<file path="src/rtl/ftr_pkg.sv">
package ftr_pkg;

   localparam int MAX_LEN_DEF = 255;
   localparam int LEN_W       = 8;

   typedef enum logic [10:0] {
      PH_IDLE     = 11'b000_0000_0001,
      PH_START    = 11'b000_0000_0010,
      PH_MINUS    = 11'b000_0000_0100,
      PH_LEADPT   = 11'b000_0000_1000,
      PH_INT      = 11'b000_0001_0000,
      PH_FRAC     = 11'b000_0010_0000,
      PH_EXP_E    = 11'b000_0100_0000,
      PH_EXP_SIGN = 11'b000_1000_0000,
      PH_EXP_DIG  = 11'b001_0000_0000,
      PH_NAN_N    = 11'b010_0000_0000,
      PH_NAN_A    = 11'b100_0000_0000
   } phase_type;

   typedef enum logic [1:0] {
      ST_OK     = 2'd0,
      ST_SHORT  = 2'd1,
      ST_BAD    = 2'd2,
      ST_LONEPT = 2'd3
   } status_type;

   localparam logic [7:0] CH_MINUS = 8'h2D;
   localparam logic [7:0] CH_PLUS  = 8'h2B;
   localparam logic [7:0] CH_POINT = 8'h2E;
   localparam logic [7:0] CH_N     = 8'h6E;
   localparam logic [7:0] CH_A     = 8'h61;
   localparam logic [7:0] CH_E     = 8'h65;
   localparam logic [7:0] CH_ZERO  = 8'h30;
   localparam logic [7:0] CH_NINE  = 8'h39;
   localparam logic [7:0] CH_UP_A  = 8'h41;
   localparam logic [7:0] CH_UP_Z  = 8'h5A;
   localparam logic [7:0] CASE_OFS = 8'h20;

   typedef struct packed {
      logic [7:0] ch;
      logic       start_req;
      logic       at_end;
   } item_type;

   typedef struct packed {
      logic             valid;
      status_type       status;
      logic [LEN_W-1:0] length;
   } result_type;

   function automatic logic is_dig(input logic [7:0] c);
      return (c >= CH_ZERO) && (c <= CH_NINE);
   endfunction

   function automatic logic [7:0] to_lower(input logic [7:0] c);
      return ((c >= CH_UP_A) && (c <= CH_UP_Z)) ? c + CASE_OFS : c;
   endfunction

endpackage

</file>
<file path="src/rtl/ftr_core.sv">
module ftr_core
   import ftr_pkg::*;
#(
   parameter int MAX_LEN = MAX_LEN_DEF
) (
   input  logic       clock,
   input  logic       reset,
   input  logic       step_en,
   input  item_type   item,
   output result_type res
);

   localparam logic [LEN_W-1:0] LEN_CAP = (MAX_LEN < 255) ? LEN_W'(MAX_LEN) : LEN_W'(255);

   phase_type        phase_ff, phase_in;
   logic [LEN_W-1:0] consumed_ff, consumed_in;

   phase_type        ph;
   logic [LEN_W-1:0] cnt;
   logic [LEN_W-1:0] cnt_inc;
   logic [7:0]       lc;
   logic             dig;

   assign lc      = to_lower(item.ch);
   assign dig     = is_dig(item.ch);

   always_comb begin
      ph  = item.start_req ? PH_START : phase_ff;
      cnt = item.start_req ? '0 : consumed_ff;
      cnt_inc = (cnt < LEN_CAP) ? cnt + 1'b1 : cnt;

      phase_in    = phase_ff;
      consumed_in = consumed_ff;
      res.valid   = 1'b0;
      res.status  = ST_OK;
      res.length  = cnt;

      if (step_en) begin
         phase_in    = ph;
         consumed_in = cnt;
         if (ph == PH_IDLE) begin
            phase_in = PH_IDLE;
         end else if (item.at_end) begin
            res.valid  = 1'b1;
            res.status = (ph == PH_INT || ph == PH_FRAC || ph == PH_EXP_DIG) ? ST_OK : ST_SHORT;
            phase_in   = PH_IDLE;
         end else begin
            // default: advance and count the byte; finishing arms override
            consumed_in = cnt_inc;
            unique case (ph)
               PH_START, PH_MINUS: begin
                  if (item.ch == CH_MINUS && ph == PH_START) phase_in = PH_MINUS;
                  else if (item.ch == CH_POINT)             phase_in = PH_LEADPT;
                  else if (dig)                             phase_in = PH_INT;
                  else if (lc == CH_N)                      phase_in = PH_NAN_N;
                  else begin
                     res.valid = 1'b1; res.status = ST_BAD;
                  end
               end
               PH_LEADPT: begin
                  if (dig) phase_in = PH_FRAC;
                  else begin
                     res.valid = 1'b1; res.status = ST_LONEPT;
                  end
               end
               PH_INT: begin
                  if (dig)                   phase_in = PH_INT;
                  else if (item.ch == CH_POINT) phase_in = PH_FRAC;
                  else if (lc == CH_E)       phase_in = PH_EXP_E;
                  else begin
                     res.valid = 1'b1; res.status = ST_OK;
                  end
               end
               PH_FRAC: begin
                  if (dig)             phase_in = PH_FRAC;
                  else if (lc == CH_E) phase_in = PH_EXP_E;
                  else begin
                     res.valid = 1'b1; res.status = ST_OK;
                  end
               end
               PH_EXP_E: begin
                  if (item.ch == CH_PLUS || item.ch == CH_MINUS) phase_in = PH_EXP_SIGN;
                  else if (dig)                                phase_in = PH_EXP_DIG;
                  else begin
                     res.valid = 1'b1; res.status = ST_BAD;
                  end
               end
               PH_EXP_SIGN: begin
                  if (dig) phase_in = PH_EXP_DIG;
                  else begin
                     res.valid = 1'b1; res.status = ST_BAD;
                  end
               end
               PH_EXP_DIG: begin
                  if (dig) phase_in = PH_EXP_DIG;
                  else begin
                     res.valid = 1'b1; res.status = ST_OK;
                  end
               end
               PH_NAN_N: begin
                  if (lc == CH_A) phase_in = PH_NAN_A;
                  else begin
                     res.valid = 1'b1; res.status = ST_BAD;
                  end
               end
               PH_NAN_A: begin
                  // final n of nan is counted and closes the field
                  res.valid = 1'b1;
                  if (lc == CH_N) begin
                     res.status = ST_OK;
                     res.length = cnt_inc;
                  end else begin
                     res.status = ST_BAD;
                  end
               end
               default: begin
                  phase_in = PH_IDLE;
               end
            endcase
            if (res.valid) begin
               phase_in    = PH_IDLE;
               consumed_in = res.length;
            end
         end
      end
   end

   always_ff @(posedge clock) begin
      if (reset) begin
         phase_ff    <= PH_IDLE;
         consumed_ff <= '0;
      end else begin
         phase_ff    <= phase_in;
         consumed_ff <= consumed_in;
      end
   end

endmodule

</file>
<file path="src/rtl/float_text_recognizer.sv">
// a word that closes the field passes the input register, and its result word is then registered for the output
// throughput: one word per cycle while the result side does not stall, as ftr_core updates the phase once per word
// a full result register that rsp_tready does not take stalls the input register, which stalls req_tready
// reset: synchronous, clears both valids, phase goes idle and the byte count to zero
module float_text_recognizer
   import ftr_pkg::*;
#(
   parameter int MAX_LEN = MAX_LEN_DEF
) (
   input  logic        clock,
   input  logic        reset,
   input  logic        req_tvalid,
   output logic        req_tready,
   input  logic [7:0]  req_tdata,   // [7:0] ch
   input  logic [1:0]  req_tuser,   // [0] start_req, [1] at_end
   output logic        rsp_tvalid,
   input  logic        rsp_tready,
   output logic [15:0] rsp_tdata    // [1:0] status, [9:2] length, [15:10] zero
);

   localparam logic [LEN_W-1:0] LEN_CAP = (MAX_LEN < 255) ? LEN_W'(MAX_LEN) : LEN_W'(255);

   logic       in_valid_ff;
   item_type   in_item_ff;
   logic       rsp_valid_ff;
   status_type rsp_status_ff;
   logic [LEN_W-1:0] rsp_length_ff;

   logic       advance;
   logic       step_en;
   result_type res;

   assign advance    = !rsp_valid_ff || rsp_tready;
   assign req_tready = !in_valid_ff || advance;
   assign step_en    = in_valid_ff && advance;

   ftr_core #(.MAX_LEN(MAX_LEN)) u_core (
      .clock   (clock),
      .reset   (reset),
      .step_en (step_en),
      .item    (in_item_ff),
      .res     (res)
   );

   always_ff @(posedge clock) begin
      if (reset) begin
         in_valid_ff  <= 1'b0;
         rsp_valid_ff <= 1'b0;
      end else begin
         if (req_tready) begin
            in_valid_ff <= req_tvalid;
         end
         if (advance) begin
            rsp_valid_ff <= step_en && res.valid;
         end
      end
   end

   always_ff @(posedge clock) begin
      if (req_tvalid && req_tready) begin
         in_item_ff.ch        <= req_tdata;
         in_item_ff.start_req <= req_tuser[0];
         in_item_ff.at_end    <= req_tuser[1];
      end
      if (step_en && res.valid) begin
         rsp_status_ff <= res.status;
         rsp_length_ff <= res.length;
      end
   end

   assign rsp_tvalid = rsp_valid_ff;
   assign rsp_tdata  = {6'b0, rsp_length_ff, rsp_status_ff};

   // no word in the input register means no new result
   a_no_phantom: assert property (@(posedge clock) disable iff (reset)
      (advance && !in_valid_ff) |=> !rsp_tvalid)
      else $error("result without an input word");

   // a stalled input word is never dropped
   a_hold_in: assert property (@(posedge clock) disable iff (reset)
      (in_valid_ff && !advance) |=> in_valid_ff)
      else $error("stalled input word lost");

   a_len_cap: assert property (@(posedge clock) disable iff (reset)
      rsp_tvalid |-> (rsp_length_ff <= LEN_CAP))
      else $error("length above cap");

   // the lone point itself is always counted
   a_lonept_len: assert property (@(posedge clock) disable iff (reset)
      (rsp_tvalid && rsp_status_ff == ST_LONEPT) |-> (rsp_length_ff != '0))
      else $error("lone point status with zero length");

endmodule

</file>
<file path="config.mk">
export PLATFORM = sky130hd
export DESIGN_NAME = float_text_recognizer
export DESIGN_NICKNAME = d
export VERILOG_FILES = /design/src/rtl/ftr_pkg.sv /design/src/rtl/ftr_core.sv /design/src/rtl/float_text_recognizer.sv
export SDC_FILE = /design/constraint.sdc
export NUM_CORES = 1
export LEC_CHECK = 0
export CORE_UTILIZATION = 40
export CTS_CLUSTER_DIAMETER = 50
export DETAILED_ROUTE_END_ITERATION = 10
export DONT_BUFFER_PORTS = 1
export HOLD_SLACK_MARGIN = 0.12
export PLACE_DENSITY_LB_ADDON = 0.12
export SKIP_CTS_REPAIR_TIMING = 1
export SLEW_MARGIN = 30
export SYNTH_ARGS = -nofsm -noshare
export SYNTH_HDL_FRONTEND = slang
export SYNTH_SLANG_ARGS = --single-unit
</file>
<file path="constraint.sdc">
create_clock -name clock -period 3.85 [get_ports clock]
set_clock_uncertainty 0.05 [all_clocks]
set_input_delay 0.5775 -clock clock [delete_from_list [all_inputs] [get_ports clock]]
set_output_delay 0.5775 -clock clock [all_outputs]
set_load 0.005 [all_outputs]
</file>
; Word-level counts from Yosys, hierarchy flattened
; Index checks and enable logic that the tools add are counted.
[totals]
word_cells = 98
output_inout_bits = 18
inputBits = 14
ff_bits = 41
[classes]
mux = 48
addsub = 2
n_reduce_logical = 16
n_eq_ne = 17
bitwise_logic = 1
order_cmp = 5
[ops]
columns = cell, count
row1 = 2-to-1 mux 11 bit, 18
row2 = one-hot mux 11 bit (8 select lines), 1
row3 = 2-to-1 mux 8 bit, 9
row4 = 2-to-1 mux 3 bit, 17
row5 = one-hot mux 3 bit (9 select lines), 1
row6 = "equality test 8 x 6 -> 1 bit, second input constant", 3
row7 = "equality test 8 x 7 -> 1 bit, second input constant", 3
row8 = "equality test 11 x 1 -> 1 bit, second input constant", 1
row9 = "equality test 11 x 10 -> 1 bit, second input constant", 1
row10 = "equality test 11 bit, second input constant", 1
row11 = "equality test 11 x 2 -> 1 bit, second input constant", 1
row12 = "equality test 11 x 3 -> 1 bit, second input constant", 1
row13 = "equality test 11 x 4 -> 1 bit, second input constant", 1
row14 = "equality test 11 x 5 -> 1 bit, second input constant", 1
row15 = "equality test 11 x 6 -> 1 bit, second input constant", 1
row16 = "equality test 11 x 7 -> 1 bit, second input constant", 1
row17 = "equality test 11 x 8 -> 1 bit, second input constant", 1
row18 = "equality test 11 x 9 -> 1 bit, second input constant", 1
row19 = "adder 8 x 1 -> 8 bit, second input constant", 1
row20 = "adder 8 x 6 -> 8 bit, second input constant", 1
row21 = ">= comparator 8 x 6 -> 1 bit, second input constant", 1
row22 = ">= comparator 8 x 7 -> 1 bit, second input constant", 1
row23 = "<= comparator 8 x 6 -> 1 bit, second input constant", 1
row24 = "<= comparator 8 x 7 -> 1 bit, second input constant", 1
row25 = 8 further kinds, 20

; Logic depth before layout (Yosys ltp)
; Gate-level depths: netlist of the first run.
[logic_depth]
ltp_word = 16
depth_mapped = 11
ltp_nobuf = 9

; By module
; From an unflattened synthesis of the first run, not the netlist that was laid out.
[hier_totals]
hier_cells = 278
hier_area_um2 = 2548.7
[modules_own_cells]
columns = module, cells_per_inst, area_each_um2, n_inst, seq_area_each_um2
row1 = ftr_core, 240, 1796.7, 1, 380.4
row2 = float_text_recognizer, 38, 752.0, 1, 640.6

; Least setup slack after synthesis of the first run
; OpenSTA, ideal clock, no wires.
[synth_path]
path_kind = register -> register
start = reg in_item_ff[1] (netlist bit)
end = reg rsp_length_ff[2], data pin
setup_slack_ns = 1.024
period_less_slack_ns = 2.826
path_buffers = 3
stages_incl_launch_ff = 12
t_required_ns = 3.542
setup_time_ns = 0.258
arrival_time_ns = 2.518
path_cell_list = edfxtp_1 > clkbuf_1 > buf_1 > nor2b_1 > ha_1 > and4b_1 > and3_1 > and3_1 > clkbuf_1 > nor3_1 > nand2_1 > xor2_1
[synth_lines]
columns = element, line_no
row1 = from (decl), float_text_recognizer.sv:24  ; item_type in_item_ff;
row2 = to (signal assigned), float_text_recognizer.sv:67  ; rsp_length_ff <= res.length;
row3 = to (decl), float_text_recognizer.sv:27  ; logic [LEN_W-1:0] rsp_length_ff;

; Worst setup path after layout of the first run
[layout_path]
start = reg in_item_ff[1] (netlist bit)
end = reg rsp_length_ff[4] (enable)
[layout_via]
elab_chain_len = 12
elab_cells_between_ends = 23
cone_classes = 11 x eq/ne / 9 x mux / 3 x reduce/logical
[layout_rtl]
columns = element, line_no
row1 = 2-to-1 mux 11 bit (*), ftr_core.sv:28  ; ph = item.start_req ? PH_START : phase_ff;
row2 = equality test 11 x 2 -> 1 bit, "ftr_core.sv:50, ftr_core.sv:52"
row3 = logical AND 1 bit, ftr_core.sv:52  ; if (item.ch == CH_MINUS && ph == PH_START) phase_in = PH_MINUS;
row4 = 2-to-1 mux 3 bit, ftr_core.sv:52
row5 = one-hot mux 3 bit (9 select lines), ftr_core.sv:50  ; unique case (ph)
row6 = 2-to-1 mux 3 bit, ftr_core.sv:43  ; end else if (item.at_end) begin
row7 = 2-to-1 mux 3 bit, ftr_core.sv:41  ; if (ph == PH_IDLE) begin
row8 = 2-to-1 mux 3 bit, ftr_core.sv:38  ; if (step_en) begin
row9 = 2-to-1 mux 3 bit, ftr_core.sv:43
row10 = 2-to-1 mux 11 bit (*), ftr_core.sv:41
row11 = 2-to-1 mux 11 bit (*), ftr_core.sv:38
row12 = logical AND 1 bit (*), float_text_recognizer.sv:65  ; if (step_en && res.valid) begin
; Every way passes the cells marked *; elsewhere a longest branch is shown, timed or not. The select of a mux whose other input is x is not followed.
; A chain may end at the register's enable or synchronous reset.

==> results.py, run 1 <==
metrics = {
    "worst_setup_path": {
        "crit_family": "simple AND/OR/NAND/NOR gates",
        "cp_cell_sequence": "nor4_2, nand3_1, a31oi_1, nor3_1, nor2_1, buf_4",
        "slowest_stage": "edfxtp_1",
        "start_kind": "flip-flop",
        "cp.required_ns": 3.81,
        "path_max_fanout": 17,
        "arrival_ns": 3.32,
        "worstSetupPathType": "reg2reg",
        "critPathMaxStageDelay_ns": 0.67,
        "end_kind": "flip-flop",
        "critPathBufInv": 1,
    },
    "status": {
        "violations": "design-rule violations",
        "outcome": "complete, but fails checks",
    },
    "sta": {
        "setup_viol": 0,
        "fin_hold_ws_ns": 0.285,
        "finalHoldViolCount": 0,
        "finalCriticalPeriod_ns": 3.36,
        "maxSlewHeadroom": 0.496,
        "tightest_slew_ns": 0.749,
        "fin_crit_sh": 0.873,
        "fmax_ghz": 0.298,
        "finalWorstSetupSlack_ns": 0.490,
        "slew_violations": 0,
        "rsz0062_at_grt": "false",
        "tns_ns": 0,
    },
    "global_routing": {
        "grt_max_degree": 21,
        "gr-total-overflow": 0,
        "grt_pass1_wl_mm": 11.8,
        "grt_antenna_before_repair": 0,
        "grtUsageTotal": 0.208,
        "grt_pass1_vias": 2338,
    },
    "clock_network": {
        "path_clk_slew_ns": 0.09,
        "cts-htree-levels": 2,
        "cts_root_buf": "clkbuf_8",
        "clock_latency_ns": 0.30,
        "cts_buffers": 5,
        "cts_tree": "yes",
        "cts_sinks": 41,
        "cts_max_path_buffers": 2,
    },
    "synthesis": {
        "ys_types": 72,
        "synth_edf_count": 20,
        "netlist_instances": 307,
        "synth_area_leader_cell": "edfxtp_1",
        "synth_ff_type": "dfxtp_1",
        "ys_warn_count": 0,
        "synthTopCellsByArea": "edfxtp_1 (22%), dfxtp_1 (16%), a21oi_1 (3.9%)",
        "synthesis.area_um2": 2700,
        "ys_seq_area_frac": 0.378,
        "post_synth.cell_area_avg_um2": 8.80,
        "netlist.area_leader.share": 0.222,
        "async_reset_ff_frac": 0,
        "ys_ff_latch": 41,
    },
    "floorplan": {
        "die-area_um2": 7090,
        "io_pins": 32,
        "core_area_um2": 6420,
        "die_y_um": 84.2,
        "die_x_um": 84.2,
        "start_util": 0.421,
        "num_rows": 29,
    },
    "cells_and_area": {
        "regArea_um2": 1020,
        "final_cell_mix": "nor2_1 (27), nand2_1 (27), a21oi_1 (21), dfxtp_1 (21), edfxtp_1 (20)",
        "antenna_cells": 0,
        "fin_nets": 322,
        "layout.cells.non_filler": 383,
        "fill_cells": 647,
        "multi_input_area_um2": 1560,
        "final_util": 0.443,
        "syn_to_final_growth_pct": 5.32,
        "layout-drive-gt1-share": 0.0850,
    },
    "placement": {
        "placed_cells": 375,
        "pre_cts_ws_ns": 0.556,
        "routabilityCongestion": 0.864,
        "numPortBuffers": 0,
        "hpwlAfterDp_mm": 4.89,
    },
    "detailed_routing": {
        "wl_per_cell_um": 17.7,
        "wl_mm": 6.79,
        "drcViolationCount": 2,
        "vias": 2462,
        "dr.pass1.iters": 8,
        "ant_nets": 0,
        "vias_per_cell": 6.43,
        "drt_iter0_drc": 326,
    },
    "run": {
        "drv_cap": 0,
    },
    "pwr": {
        "p_per_area_nw_per_um2": 297,
        "p_leak_nw": 0.983,
        "peakVddDrop_mv": 0.151,
    },
    "hold_path": {
        "hold_path_class": "in2reg",
    },
}
-- cells in the mapped netlist (all sizes together), types with 2 or more instances --
cell     count
o21bai       3
ha           3
and4b        2
a31oi        5
or3          3
nor4b        6
buf         13
nor4         5
o31ai        2
a21o         2
a32oi        3
nand2       27
o211ai       4
nand2b       3
nand4        9
a22oi        4
nor3b        3
mux2i        3
nand3       15
o21a         2
clkbuf       7
inv          7
nor3         7
a21oi       21
and3         9
nor2        28
xnor2        4
nand4b       3
edfxtp      20
xor2         3
o22ai        3
dfxtp       21
a32o         3
nor2b        7
o21ai       14
o2111ai      3
or4          3
and2         5
-- per-layer routing --
metal,track usage,part of all wire,vias to the layer above
li1,-,-,1154
met1,0.306,0.48,1166
met2,0.300,0.42,125
met3,0.0462,0.078,17
met4,0.0705,0.020,0
met5,0,0,-
-- power breakdown --
part	leakage, nW	internal [W]	switching (W)	total, W
clock	0.0445	0.000146	0.000158	0.000304
sequential	0.364	0.000467	0.0000130	0.000480
combinational	0.575	0.0000214	0.0000410	0.0000624
total	0.983	0.000634	0.000212	0.000846
-- per-stage QoR --
step / power (W) / cell area (um^2)
2_1_floorplan: 0.000540 / 2720
3_3_place_gp: 0.000552 / 2750
3_5_place_dp: 0.000551 / 2750
4_1_cts: 0.000852 / 2850
5_1_grt: 0.000882 / 2850
6_report: 0.000846 / 2850
-- worst register-to-register path: cells and delay by family (launching register included) --
kind	cells	cell delay, ns
AOI/OAI and AO/OA	1	0.47
buffers and inverters	1	0.25
and+or+nand+nor	4	1.64
DFF	1	0.67
-- area by class of cell --
class / instances / area share
clock inverter: 1 / 0.00264
tap: 77 / 0.0338
clock buffer: 7 / 0.0303
timing repair buffer: 6 / 0.0158
sequential: 41 / 0.359
multi-input combinational: 244 / 0.549
inverter: 7 / 0.00923
-- path summary, 6_finish.rpt --
kind | from | endpoint | slack (ns) | depth (start not counted)
max | in_item_ff[1] | rsp_length_ff[4] | 0.49 | 6
min | reset | u_core.phase_ff[7] | 0.29 | 1
max reg2reg | in_item_ff[1] | rsp_length_ff[4] | 0.49 | 6
min reg2reg | u_core.consumed_ff[1] | u_core.consumed_ff[1] | 0.46 | 2
-- registers in the layout, indices dropped and copies added (netlist names) --
register,count
u_core.phase_ff,11
in_item_ff,10
rsp_length_ff,8
u_core.consumed_ff,8
rsp_status_ff,2
in_valid_ff,1
rsp_tvalid,1
-- cell families after synthesis --
group	synth area share
multiplexers	0.0111
buffers and inverters	0.0528
adder cells (fa/ha/maj)	0.0139
other	0.00139
XOR/XNOR	0.0227
AO/OA/AOI/OAI	0.217
AND/OR/NAND/NOR	0.303
flip-flops	0.378
Power figures use the tool's default switching activity.
==> run 2: changes to the inputs <==
CORE_UTILIZATION = 25   (was 40)
SLEW_MARGIN = 20   (was 30)
==> results.py, run 2 (synthesis results as in run 1) <==
metrics = {
    "run": {
        "drv_cap": 0,
    },
    "pwr": {
        "total_power_w": 0.000966,
        "p_per_area_nw_per_um2": 327,
        "p_leak_nw": 0.998,
        "peakVddDrop_mv": 0.176,
    },
    "global_routing": {
        "grt_antenna_before_repair": 0,
        "grt_pass1_vias": 2249,
        "gr-total-overflow": 0,
        "grt_pass1_wl_mm": 12.0,
        "grt_max_degree": 21,
        "grtUsageTotal": 0.138,
    },
    "detailed_routing": {
        "wl_mm": 7.47,
        "wl_per_cell_um": 17.0,
        "drt_iter0_drc": 165,
        "drcViolationCount": 0,
        "ant_nets": 0,
        "vias_per_cell": 5.53,
        "vias": 2431,
        "dr.pass1.iters": 5,
    },
    "placement": {
        "routabilityCongestion": 0.803,
        "hpwlAfterDp_mm": 5.42,
        "numPortBuffers": 0,
    },
    "cells_and_area": {
        "largest_reg_flops": 11,
        "multi_input_area_um2": 1570,
        "reg.largest.list": "u_core.phase_ff (11), in_item_ff (10)",
        "fill_cells": 1123,
        "syn_to_final_growth_pct": 9.21,
        "final_cell_mix": "nor2_1 (27), nand2_1 (27), a21oi_1 (21), dfxtp_1 (21), edfxtp_1 (20)",
        "fin_nets": 320,
        "antenna_cells": 0,
        "layout-drive-gt1-share": 0.0855,
        "regArea_um2": 1020,
        "top_register": "u_core.phase_ff",
    },
    "clock_network": {
        "cts_max_path_buffers": 2,
        "path_clk_slew_ns": 0.08,
        "clock_latency_ns": 0.30,
        "cts-htree-levels": 2,
        "cts_root_buf": "clkbuf_8",
        "cts_sinks": 41,
        "cts_buffers": 5,
        "cts_tree": "yes",
    },
    "floorplan": {
        "io_pins": 32,
        "core_area_um2": 10400,
        "die-area_um2": 11200,
        "die_x_um": 106,
        "start_util": 0.259,
        "num_rows": 37,
        "die_y_um": 106,
    },
    "worst_setup_path": {
        "start_kind": "flip-flop",
        "path_max_fanout": 10,
        "reg2reg_slack_ns": 0.57,
        "end_kind": "flip-flop",
        "cp.required_ns": 4.04,
        "worstSetupPathType": "reg2reg",
        "ff2ff_path_depth": 7,
        "arrival_ns": 3.47,
    },
    "sta": {
        "maxSlewHeadroom": 0.495,
        "tns_ns": 0,
        "rsz0062_at_grt": "false",
        "finalHoldViolCount": 0,
        "slew_violations": 0,
        "finalCriticalPeriod_ns": 3.28,
        "setup_viol": 0,
        "fmax_ghz": 0.305,
        "fin_crit_sh": 0.851,
        "tightest_slew_ns": 0.756,
    },
    "hold_path": {
        "hold_path_class": "in2reg",
        "min_delay_path_depth": 1,
    },
    "status": {
        "outcome": "finished clean",
    },
}
==> run 2: cell count changes in the layout (fill, tap and decap cells not counted) <==
cell,delta
clkinvlp_4,-1
bufinv_16,+2
clkbuf_8,-1
nor4b_2,+1
clkinv_2,+1
nor4b_1,-1
buf_4,-2
clkbuf_1,-1
==> run 2: area by class of cell <==
cell class                 instances  share of cell area
multi-input combinational        244               0.532
clock buffer                       5              0.0233
timing repair buffer               4              0.0102
clock inverter                     3              0.0220
sequential                        41               0.346
inverter                           7             0.00890
tap                              136              0.0577
==> run 2: path summary, 6_finish.rpt <==
check,startpoint,end
setup / recovery,in_item_ff[8],u_core.phase_ff[9]
hold / removal,reset,u_core.phase_ff[9]
setup reg to reg,in_item_ff[8],u_core.phase_ff[9]
hold reg to reg,u_core.consumed_ff[1],u_core.consumed_ff[1]
==> run 2: metal layers <==
layer / up-vias / part of all wire / GRT usage
met5: - / 0 / 0
met4: 0 / 0.014 / 0.0575
met3: 9 / 0.042 / 0.0258
met2: 75 / 0.48 / 0.227
met1: 1191 / 0.47 / 0.178
li1: 1156 / - / -
==> run 2: critical path: stages, from the launching register on <==
cell	delay (ns)
edfxtp_1	0.48
nor4b_2	0.62
nand4_1	0.34
a21boi_1	0.35
o21ai_1	0.22
nor3_2	0.69
o21ai_0	0.28
a21oi_1	0.19
==> run 2: power by group <==
part           switching (W)  internal [W]
Clock               0.000165      0.000258
Sequential         0.0000130      0.000467
Combinational      0.0000416     0.0000211
==> run 2: metrics by stage <==
| step | std cells | instance area, um^2 | setup WS (ns) | util | hold slack, ns |
|---|---|---|---|---|---|
| after floorplan | 312 | 2720 | 1.02 | - | 0.406 |
| after detailed placement | 432 | 2810 | 0.292 | 0.270 | 0.432 |
| final | 440 | 2950 | 0.572 | 0.283 | 0.285 |
| after global routing | 440 | 2950 | 0.239 | 0.283 | 0.263 |
| after CTS | 440 | 2950 | 0.257 | 0.283 | 0.268 |
| after global placement | 432 | 2810 | 0.0620 | 0.270 | 0.439 |
